===== src/crs_pkg.sv =====
`timescale 1ns / 1ps
`default_nettype none
// ----------------------------------------------------------------------------
// crs_pkg: shared constants for the compressor relay sequencer
// Phase codes, field widths, delay reset value and elapsed counter limits.
// ----------------------------------------------------------------------------
package crs_pkg;

	// field widths
	localparam int PHASE_W   = 3;
	localparam int DELAY_W   = 16;
	localparam int ELAPSED_W = 17;

	// phase / target codes
	localparam logic [PHASE_W-1:0] PH_STOPPED    = 3'd0;
	localparam logic [PHASE_W-1:0] PH_VFD_START  = 3'd1;
	localparam logic [PHASE_W-1:0] PH_COMP_START = 3'd2;
	localparam logic [PHASE_W-1:0] PH_RUNNING    = 3'd3;
	localparam logic [PHASE_W-1:0] PH_COMP_STOP  = 3'd4;
	localparam logic [PHASE_W-1:0] PH_VFD_STOP   = 3'd5;

	// request kinds
	localparam logic REQ_TICK = 1'b0;
	localparam logic REQ_SET  = 1'b1;

	// stage delay after reset, in ticks
	localparam logic [DELAY_W-1:0] DELAY_RESET = 16'd1000;

	// elapsed counter saturates here
	localparam logic [ELAPSED_W-1:0] ELAPSED_MAX = {ELAPSED_W{1'b1}};

endpackage
`default_nettype wire


===== src/compressor_relay_sequencer.sv =====
`timescale 1ns / 1ps
`default_nettype none
// ----------------------------------------------------------------------------
// compressor_relay_sequencer: start/stop relay sequencing for a VFD and compressor
// Steps drive, enable and start relays in order on ticks, reverse on shut-down.
// ----------------------------------------------------------------------------
//
//  channel | handshake            | beat contents
//  --------+----------------------+---------------------------------------------
//  in      | in_valid / in_ready  | req_type, new_target
//  out     | out_valid / out_ready| phase, goal, drive_relay, enable_relay,
//          |                      | start_relay, report
//  cfg     | cfg_we (no wait)     | cfg_wdata -> stage_delay
//
//  One beat per clock sustained while out_ready is high; a beat passes the input
//  register, then the sequencer state / result register. The update is one compare
//  on the 17-bit elapsed counter plus a small phase case.
//  Reset puts the sequencer in stopped, goal stopped, relays off, delay 1000.
//  With out_ready low the result holds, the input register takes one more beat,
//  then in_ready drops.
//
module compressor_relay_sequencer (
	input  wire                            clk,
	input  wire                            arst_n,
	// input channel
	input  wire                            in_valid,
	output logic                           in_ready,
	input  wire                            req_type,
	input  wire  [crs_pkg::PHASE_W-1:0]    new_target,
	// result channel
	output logic                           out_valid,
	input  wire                            out_ready,
	output logic [crs_pkg::PHASE_W-1:0]    phase,
	output logic [crs_pkg::PHASE_W-1:0]    goal,
	output logic                           drive_relay,
	output logic                           enable_relay,
	output logic                           start_relay,
	output logic                           report,
	// configuration
	input  wire                            cfg_we,
	input  wire  [crs_pkg::DELAY_W-1:0]    cfg_wdata
);

	// input stage
	logic                          vld_s1;
	logic                          req_s1;
	logic [crs_pkg::PHASE_W-1:0]   tgt_s1;

	// sequencer state, doubles as the result register
	logic [crs_pkg::PHASE_W-1:0]   phase_q;
	logic [crs_pkg::PHASE_W-1:0]   goal_q;
	logic [crs_pkg::ELAPSED_W-1:0] elapsed_q;
	logic                          drive_q;
	logic                          enable_q;
	logic                          start_q;
	logic                          report_s2;
	logic                          vld_s2;
	logic [crs_pkg::DELAY_W-1:0]   delay_q;

	// next-state values
	logic [crs_pkg::PHASE_W-1:0]   phase_d;
	logic [crs_pkg::PHASE_W-1:0]   goal_d;
	logic [crs_pkg::ELAPSED_W-1:0] elapsed_d;
	logic [crs_pkg::ELAPSED_W-1:0] elapsed_inc;
	logic                          drive_d;
	logic                          enable_d;
	logic                          start_d;
	logic                          report_d;
	logic                          due;
	logic                          go_run;
	logic                          go_stop;
	logic                          adv_s1;

	// flow control: s1 moves on when the result slot is free or being taken
	assign adv_s1   = vld_s1 && (!vld_s2 || out_ready);
	assign in_ready = !vld_s1 || adv_s1;

	// input register
	always_ff @(posedge clk or negedge arst_n) begin
		if (!arst_n) begin
			vld_s1 <= 1'b0;
		end else if (in_ready) begin
			vld_s1 <= in_valid;
		end
	end

	always_ff @(posedge clk) begin
		if (in_ready && in_valid) begin
			req_s1 <= req_type;
			tgt_s1 <= new_target;
		end
	end

	// stage delay register
	always_ff @(posedge clk or negedge arst_n) begin
		if (!arst_n) begin
			delay_q <= crs_pkg::DELAY_RESET;
		end else if (cfg_we) begin
			delay_q <= cfg_wdata;
		end
	end

	// tick counting and stage qualifiers
	assign elapsed_inc = (elapsed_q == crs_pkg::ELAPSED_MAX) ? elapsed_q
	                                                         : elapsed_q + 1'b1;
	assign due     = elapsed_inc > {1'b0, delay_q};
	assign go_run  = goal_q == crs_pkg::PH_RUNNING;
	assign go_stop = goal_q == crs_pkg::PH_STOPPED;

	// sequencer update for the beat in s1
	always_comb begin
		phase_d   = phase_q;
		goal_d    = goal_q;
		elapsed_d = elapsed_q;
		drive_d   = drive_q;
		enable_d  = enable_q;
		start_d   = start_q;
		report_d  = 1'b0;
		if (req_s1 == crs_pkg::REQ_SET) begin
			// out-of-range targets are dropped
			if (tgt_s1 <= crs_pkg::PH_VFD_STOP) begin
				goal_d   = tgt_s1;
				report_d = 1'b1;
			end
		end else begin
			elapsed_d = elapsed_inc;
			case (phase_q)
				crs_pkg::PH_STOPPED: begin
					if (go_run) begin
						drive_d   = 1'b1;
						phase_d   = crs_pkg::PH_VFD_START;
						elapsed_d = '0;
					end
				end
				crs_pkg::PH_VFD_START: begin
					if (go_run && due) begin
						enable_d  = 1'b1;
						phase_d   = crs_pkg::PH_COMP_START;
						elapsed_d = '0;
					end
				end
				crs_pkg::PH_COMP_START: begin
					if (go_run && due) begin
						start_d   = 1'b1;
						phase_d   = crs_pkg::PH_RUNNING;
						elapsed_d = '0;
					end
				end
				crs_pkg::PH_RUNNING: begin
					// start relay is only pulsed through one tick of running
					start_d = 1'b0;
					if (go_stop) begin
						enable_d  = 1'b0;
						phase_d   = crs_pkg::PH_COMP_STOP;
						elapsed_d = '0;
					end
				end
				crs_pkg::PH_COMP_STOP: begin
					if (go_stop && due) begin
						drive_d   = 1'b0;
						phase_d   = crs_pkg::PH_VFD_STOP;
						elapsed_d = '0;
					end
				end
				crs_pkg::PH_VFD_STOP: begin
					// counter keeps running into stopped
					if (go_stop && due) begin
						phase_d = crs_pkg::PH_STOPPED;
					end
				end
				default: begin
					phase_d = crs_pkg::PH_STOPPED;
				end
			endcase
			report_d = phase_d != phase_q;
		end
	end

	// state / result register
	always_ff @(posedge clk or negedge arst_n) begin
		if (!arst_n) begin
			phase_q   <= crs_pkg::PH_STOPPED;
			goal_q    <= crs_pkg::PH_STOPPED;
			elapsed_q <= '0;
			drive_q   <= 1'b0;
			enable_q  <= 1'b0;
			start_q   <= 1'b0;
			report_s2 <= 1'b0;
			vld_s2    <= 1'b0;
		end else begin
			if (adv_s1) begin
				phase_q   <= phase_d;
				goal_q    <= goal_d;
				elapsed_q <= elapsed_d;
				drive_q   <= drive_d;
				enable_q  <= enable_d;
				start_q   <= start_d;
				report_s2 <= report_d;
				vld_s2    <= 1'b1;
			end else if (out_ready) begin
				vld_s2 <= 1'b0;
			end
		end
	end

	assign out_valid    = vld_s2;
	assign phase        = phase_q;
	assign goal         = goal_q;
	assign drive_relay  = drive_q;
	assign enable_relay = enable_q;
	assign start_relay  = start_q;
	assign report       = report_s2;

	// drive relay is on exactly between vfd starting and comp stopping
	assert property (@(posedge clk) disable iff (!arst_n)
		drive_q == (phase_q == crs_pkg::PH_VFD_START || phase_q == crs_pkg::PH_COMP_START ||
		            phase_q == crs_pkg::PH_RUNNING || phase_q == crs_pkg::PH_COMP_STOP))
	else $error("drive relay out of step with phase");

	// enable relay only in comp starting or running; start relay only in running
	assert property (@(posedge clk) disable iff (!arst_n)
		(enable_q == (phase_q == crs_pkg::PH_COMP_START || phase_q == crs_pkg::PH_RUNNING)) &&
		(!start_q || phase_q == crs_pkg::PH_RUNNING))
	else $error("enable or start relay out of step with phase");

	// a stalled result keeps the sequencer state frozen
	assert property (@(posedge clk) disable iff (!arst_n)
		vld_s2 && !out_ready |=> $stable(phase_q) && $stable(goal_q) && $stable(elapsed_q))
	else $error("sequencer state moved under a stalled result");

	// entering any phase but stopped restarts the counter
	assert property (@(posedge clk) disable iff (!arst_n)
		adv_s1 && phase_d != phase_q && phase_d != crs_pkg::PH_STOPPED |=> elapsed_q == '0)
	else $error("elapsed counter not restarted on phase advance");

endmodule
`default_nettype wire

===== config.mk =====
export PLATFORM = sky130hd
export DESIGN_NAME = compressor_relay_sequencer
export DESIGN_NICKNAME = d
export VERILOG_FILES = /design/src/crs_pkg.sv /design/src/compressor_relay_sequencer.sv
export SDC_FILE = /design/constraint.sdc
export NUM_CORES = 1
export LEC_CHECK = 0
export ABC_AREA = 1
export BUFFER_PORTS_ARGS = -buffer_cell sky130_fd_sc_hd__buf_2
export CORE_ASPECT_RATIO = 1.5
export CORE_MARGIN = 3
export CORE_UTILIZATION = 55
export DETAILED_ROUTE_END_ITERATION = 10
export GPL_TIMING_DRIVEN = 0
export HOLD_SLACK_MARGIN = 0.03
export PLACE_DENSITY = 0.76
export SYNTH_ARGS = -nofsm -noshare
export SYNTH_HDL_FRONTEND = slang
export SYNTH_SLANG_ARGS = --single-unit

===== constraint.sdc =====
create_clock -name clk -period 4.97 [get_ports clk]
set_input_delay 1.2425 -clock clk [delete_from_list [all_inputs] [get_ports clk]]
set_output_delay 1.2425 -clock clk [all_outputs]
set_load 0.02 [all_outputs]

# Word level (Yosys, flattened, before mapping)
# Index checks and enable logic that the tools add are counted.
[totals]
regBits = 49
out_inout_bits = 12
word_cells = 74
[op_classes]
addsub = 1
n_lt_le_gt_ge = 2
eq_ne = 13
mux = 25
n_bitwise = 1
reduce_logical = 20
[op_table]
columns = ["operator", "count"]
rows = [
  ["two-way mux 17 bit", 5],
  ["case mux 17 bit (4 select lines)", 1],
  ["two-way mux 3 bit", 7],
  ["case mux 3 bit (6 select lines)", 1],
  ["adder 17 x 1 -> 17 bit, second input constant", 1],
  ["equality test 17 bit, second input constant", 1],
  ["greater-than comparator 17 x 16 -> 1 bit", 1],
  ["!= test 2 bit, second input constant", 5],
  ["AND reduction 5 bit", 2],
  ["equality test 3 x 2 -> 1 bit, second input constant", 3],
  ["two-way mux 1 bit", 8],
  ["nonzero test 2 bit", 4],
  ["equality test 3 bit, second input constant", 2],
  ["logical NOT 3 bit", 2],
  ["case mux 1 bit (2 select lines)", 3],
  ["logical AND 1 bit", 4],
  ["AND reduction 4 bit", 1],
  ["equality test 3 x 1 -> 1 bit, second input constant", 1],
  ["<= comparator 3 bit, second input constant", 1],
  ["!= test 3 bit", 1],
  ["AND reduction 3 bit", 1],
  ["logical NOT 1 bit", 2],
  ["logical OR 1 bit", 2],
  ["AND reduction 2 bit", 1],
  ["other kinds (2)", 2],
]

# Depth between registers and ports, before layout
[depth]
depth_word = 9
ltp_mapped = 27
ltp_nobuf = 26

# Least setup slack after synthesis
# Ideal clock, no wire load.
[synth_timing]
kind = "register -> register"
startpoint = "register elapsed_q[0] (netlist name)"
endpoint = "register elapsed_q[5] (netlist name)"
arrival_ns = 2.944
t_required_ns = 4.840
path_slack_ns = 1.896
path_stages_with_launch = 23
synth_period_minus_slack_ns = 3.074
path_cell_list = "dfrtp_1 -> ha_1 -> nand3_1 -> nor2_1 -> nand2_4 -> nor2_4 -> nor4_4 -> nand3_1 -> nor2_1 -> xor2_1 -> ha_1 -> nand2_1 -> nor2_1 -> nand4_1 -> o21ai_4 -> nand3_4 -> nand2_2 -> nand3_2 -> nand2_4 -> inv_4 -> buf_8 -> nand2_2 -> o21ai_2"
[synth_via]
elab_chain_cells = 6
[synth_rtl]
columns = ["item", "line", "text"]
rows = [
  ["from (decl)", "compressor_relay_sequencer.sv:52", "logic [crs_pkg::ELAPSED_W-1:0] elapsed_q;"],
  ["from (signal assigned)", "compressor_relay_sequencer.sv:194", "elapsed_q <= elapsed_d;"],
  ["adder 17 x 1 -> 17 bit / equality test 17 bit (equally long branches)", "compressor_relay_sequencer.sv:105, compressor_relay_sequencer.sv:104", ""],
  ["two-way mux 17 bit *", "compressor_relay_sequencer.sv:104", "assign elapsed_inc = (elapsed_q == crs_pkg::ELAPSED_MAX) ? elapsed_q"],
  ["greater-than comparator 17 x 16 -> 1 bit", "compressor_relay_sequencer.sv:106", "assign due = elapsed_inc > {1'b0, delay_q};"],
  ["logical AND 1 bit (on tied branches)", "compressor_relay_sequencer.sv:159, compressor_relay_sequencer.sv:136, compressor_relay_sequencer.sv:143", ""],
  ["two-way mux 17 bit (on tied branches)", "compressor_relay_sequencer.sv:159, compressor_relay_sequencer.sv:136, compressor_relay_sequencer.sv:143", ""],
  ["case mux 17 bit (4 select lines) *", "compressor_relay_sequencer.sv:127", "case (phase_q)"],
]
# Every way passes the cells marked *; elsewhere a longest branch is shown, timed or not.
# A chain may end at the register's enable or synchronous reset.

# Worst setup path after layout
# Same ends and word-level chain as after synthesis.

==> impl_metrics.py <==
metrics = {
    "floorplanning": {
        "coreArea_sq_mm": 0.00520,
        "die_w_microns": 66.1,
        "fp.dieH_microns": 96.2,
        "ios": 37,
        "num_rows": 32,
        "start_util_pct": 57.3,
        "dieArea_sq_mm": 0.00636,
    },
    "route": {
        "vias": 2492,
        "firstDrtPassIters": 4,
        "via_per_inst": 5.16,
        "drt_iter0_markers": 82,
        "wl_per_cell_microns": 12.9,
        "final_antenna_net_count": 0,
        "wirelength_microns": 6230,
        "drc": 0,
    },
    "sta": {
        "fin_tns_setup_ns": 0,
        "max_freq_ghz": 0.273,
        "skew_ns": 0.00835,
        "worst_pin_slew_ns": 0.990,
        "slew_violations": 0,
        "rsz0062_at_grt": "false",
        "setup_viol": 0,
        "hold_viol": 0,
        "whs_ns": 0.493,
        "max_slew_margin_pct": 34.0,
        "timing.final.crit_share_pct": 73.8,
        "post-route-min-period_ns": 3.67,
    },
    "grt": {
        "antenna_found_initial": 0,
        "grt_max_degree": 46,
        "grt_use_total_pct": 21.8,
        "overflow": 0,
        "gr-usage-met1_pct": 24.4,
        "grt_pass1_wl_microns": 10700,
        "grt-busiest-layer": "met2",
        "global_route.usage.met3_pct": 3.62,
        "met2_usage_pct": 39.5,
        "grt_pass1_vias": 2473,
    },
    "synthesis": {
        "synth_cell_types": 37,
        "syn_nets": 413,
        "yosys_warnings": 0,
        "syn_area_sq_mm": 0.00298,
        "async_reset_ff_share_pct": 91.8,
        "yosysSeqAreaShare_pct": 42.0,
        "yosysMostFrequentCell": "nand2_1",
        "synth.avg_cell_area_sq_um": 8.04,
        "synth_top_area_cell": "dfrtp_1",
        "syn_inst": 371,
        "synth_top_area_share_pct": 32.7,
        "synthFlopType": "dfrtp_1",
        "synth_edf_count": 4,
        "synthTopCellsByArea": "dfrtp_1 33%, nand2_1 12%, ha_1 7.1%",
        "ys_ff_latch": 49,
        "netlist_top_cells_count": "92 x nand2_1, 51 x inv_1, 39 x dfrtp_1",
    },
    "worst_setup_path": {
        "crit_fanout": 10,
        "setup.worst_path.start_class": "flop",
        "crit_slowest_cell": "dfrtp_1",
        "critPathKind": "reg -> reg",
        "critPathArrivalTime_ns": 3.85,
        "worstPathRequired_ns": 5.15,
        "slowest_delay_ns": 0.41,
        "timing.rr.start": "elapsed_q[0]$_DFFE_PN0P_",
        "path_cells": "ha_1, nand3_1, nor2_1, nand2_4, nor2_4, nor3_2, nand4_1, nor2_1, xor2_1, ha_1, nand2_1, nor2_1, nand4_1, o21ai_4, nand3_4, nand2_2, nand3_2, nand2_4, inv_4, buf_8, nand2_2, o21ai_2",
        "reg2reg_depth": 22,
        "rrSetupSlack_ns": 1.30,
        "path_common_cell": "nor2_1",
        "endpoint_kind": "flop",
        "r2r_end": "elapsed_q[5]$_DFFE_PN0P_",
    },
    "pwr": {
        "peakVddDrop_mv": 0.280,
        "p_per_area_mw_per_mm2": 425,
        "p_leak_nw": 1.74,
    },
    "clock_tree": {
        "clk_latency_ns": 0.31,
        "cts_tree": "built",
        "cts.sinks": 49,
        "post-cts-setup-buffers": 0,
        "ctsResizeCount": 0,
        "cts_hold_buf": 0,
        "cts_root_buffer": "clkbuf_8",
        "htreeDepth": 2,
        "cts_buffer_depth": 2,
        "clkTransAtPathRegs_ns": 0.08,
        "cts_buffers": 5,
    },
    "finish": {
        "area_growth_pct": 11.6,
        "antenna_cells": 0,
        "drive_gt1_share_pct": 20.2,
        "fin_nets": 456,
    },
    "hold_path": {
        "hold_class": "reg -> reg",
        "hold_end": "delay_q[7]$_DFFE_PN1P_",
        "min-delay-start": "delay_q[7]$_DFFE_PN1P_",
        "hold_depth": 2,
    },
    "placement": {
        "gp_congestion": 0.863,
        "port-buffer-count": 36,
        "dpl.hpwl_microns": 4900,
    },
    "job": {
        "maxCapViolCount": 0,
    },
    "status": {
        "run_status": "finished, final reports clean",
    },
}
placed cells by master, fill, tap and decap left out, drive strengths merged:
master / netlist / routed
a211oi: 1 / 1
a21boi: 1 / 1
a21o: 1 / 1
a21oi: 16 / 16
buf: 2 / 38
clkbuf: 4 / 9
clkinv: 0 / 3
dfrtp: 39 / 39
dfstp: 6 / 6
edfxtp: 4 / 4
ha: 17 / 17
inv: 57 / 57
mux2: 1 / 1
nand2: 102 / 102
nand3: 16 / 16
nand4: 7 / 7
nor2: 36 / 36
nor3: 10 / 10
nor4: 3 / 3
o21ai: 35 / 35
o21bai: 1 / 1
o22ai: 1 / 1
or2: 1 / 1
xor2: 10 / 10
how the worst max path moves through the flow:
stage | startpoint | to | slack, ns
2_1_floorplan | elapsed_q[0]$_DFFE_PN0P_ | elapsed_q[5]$_DFFE_PN0P_ | 1.90
3_3_place_gp | elapsed_q[0]$_DFFE_PN0P_ | elapsed_q[3]$_DFFE_PN0P_ | 1.38
3_5_place_dp | elapsed_q[0]$_DFFE_PN0P_ | elapsed_q[4]$_DFFE_PN0P_ | 1.33
4_1_cts | elapsed_q[0]$_DFFE_PN0P_ | elapsed_q[5]$_DFFE_PN0P_ | 1.29
5_1_grt | elapsed_q[0]$_DFFE_PN0P_ | elapsed_q[7]$_DFFE_PN0P_ | 0.94
6_report | elapsed_q[0]$_DFFE_PN0P_ | elapsed_q[5]$_DFFE_PN0P_ | 1.30
through the flow:
stage	std cells	power (W)	setup WS [ns]	utilization, %	cell area (sq um)
6_report	483	0.00142	1.30	64.0	3330
5_1_grt	483	0.00154	0.945	64.0	3330
4_1_cts	483	0.00143	1.29	64.0	3330
3_5_place_dp	475	0.00120	1.33	62.4	3250
3_3_place_gp	475	0.00118	1.38	62.4	3250
2_1_floorplan	371	0.00104	1.90	-	2980
final cells by class:
type | instances | area (sq um)
repair buffers | 36 | 180
plain buffers | 6 | 35.0
inverters | 57 | 216
clock inverters | 3 | 12.5
clock buffers | 5 | 68.8
fillers | 505 | 1880
multi-input cells | 259 | 1480
well taps | 68 | 85.1
flip-flops and latches | 49 | 1250
kinds of logic (layout without fill, tap and decap cells):
kind of cell | after synthesis | in the layout | synth area share [%]
buf+inv | 63 | 107 | 8.43
fa+ha+maj | 17 | 17 | 7.13
compound gates | 56 | 56 | 10.7
simple gates | 175 | 175 | 28.4
xor+xnor | 10 | 10 | 2.94
flops | 49 | 49 | 42.0
mux | 1 | 1 | 0.377
report_power, final:
group          total [W]  internal, W  switching (W)
registers       0.000569     0.000498      0.0000709
clock network   0.000225    0.0000950       0.000130
logic           0.000621     0.000220       0.000401
registers in the layout, summed over array words and instances, names as in the netlist:
name,count
start_relay,1
phase,3
drive_relay,1
req_s1,1
elapsed_q,17
report,1
tgt_s1,3
goal,3
out_valid,1
enable_relay,1
vld_s1,1
delay_q,16
layer usage:
metal / part of all wire, % / up-vias
li1: - / 1272
met1: 40 / 1155
met2: 54 / 52
met3: 3.9 / 13
met4: 2.4 / 0
met5: 0 / -
critical path, delay by kind of cell (launching register included):
kind                     cells  cell delay (ns)
AO/OA/AOI/OAI                2             0.30
XOR/XNOR                     1             0.17
adder cells (fa/ha/maj)      2             0.52
buffers and inverters        2             0.20
flip-flops                   1             0.41
AND/OR/NAND/NOR             15             1.95
(Power assumes the default switching activity.)
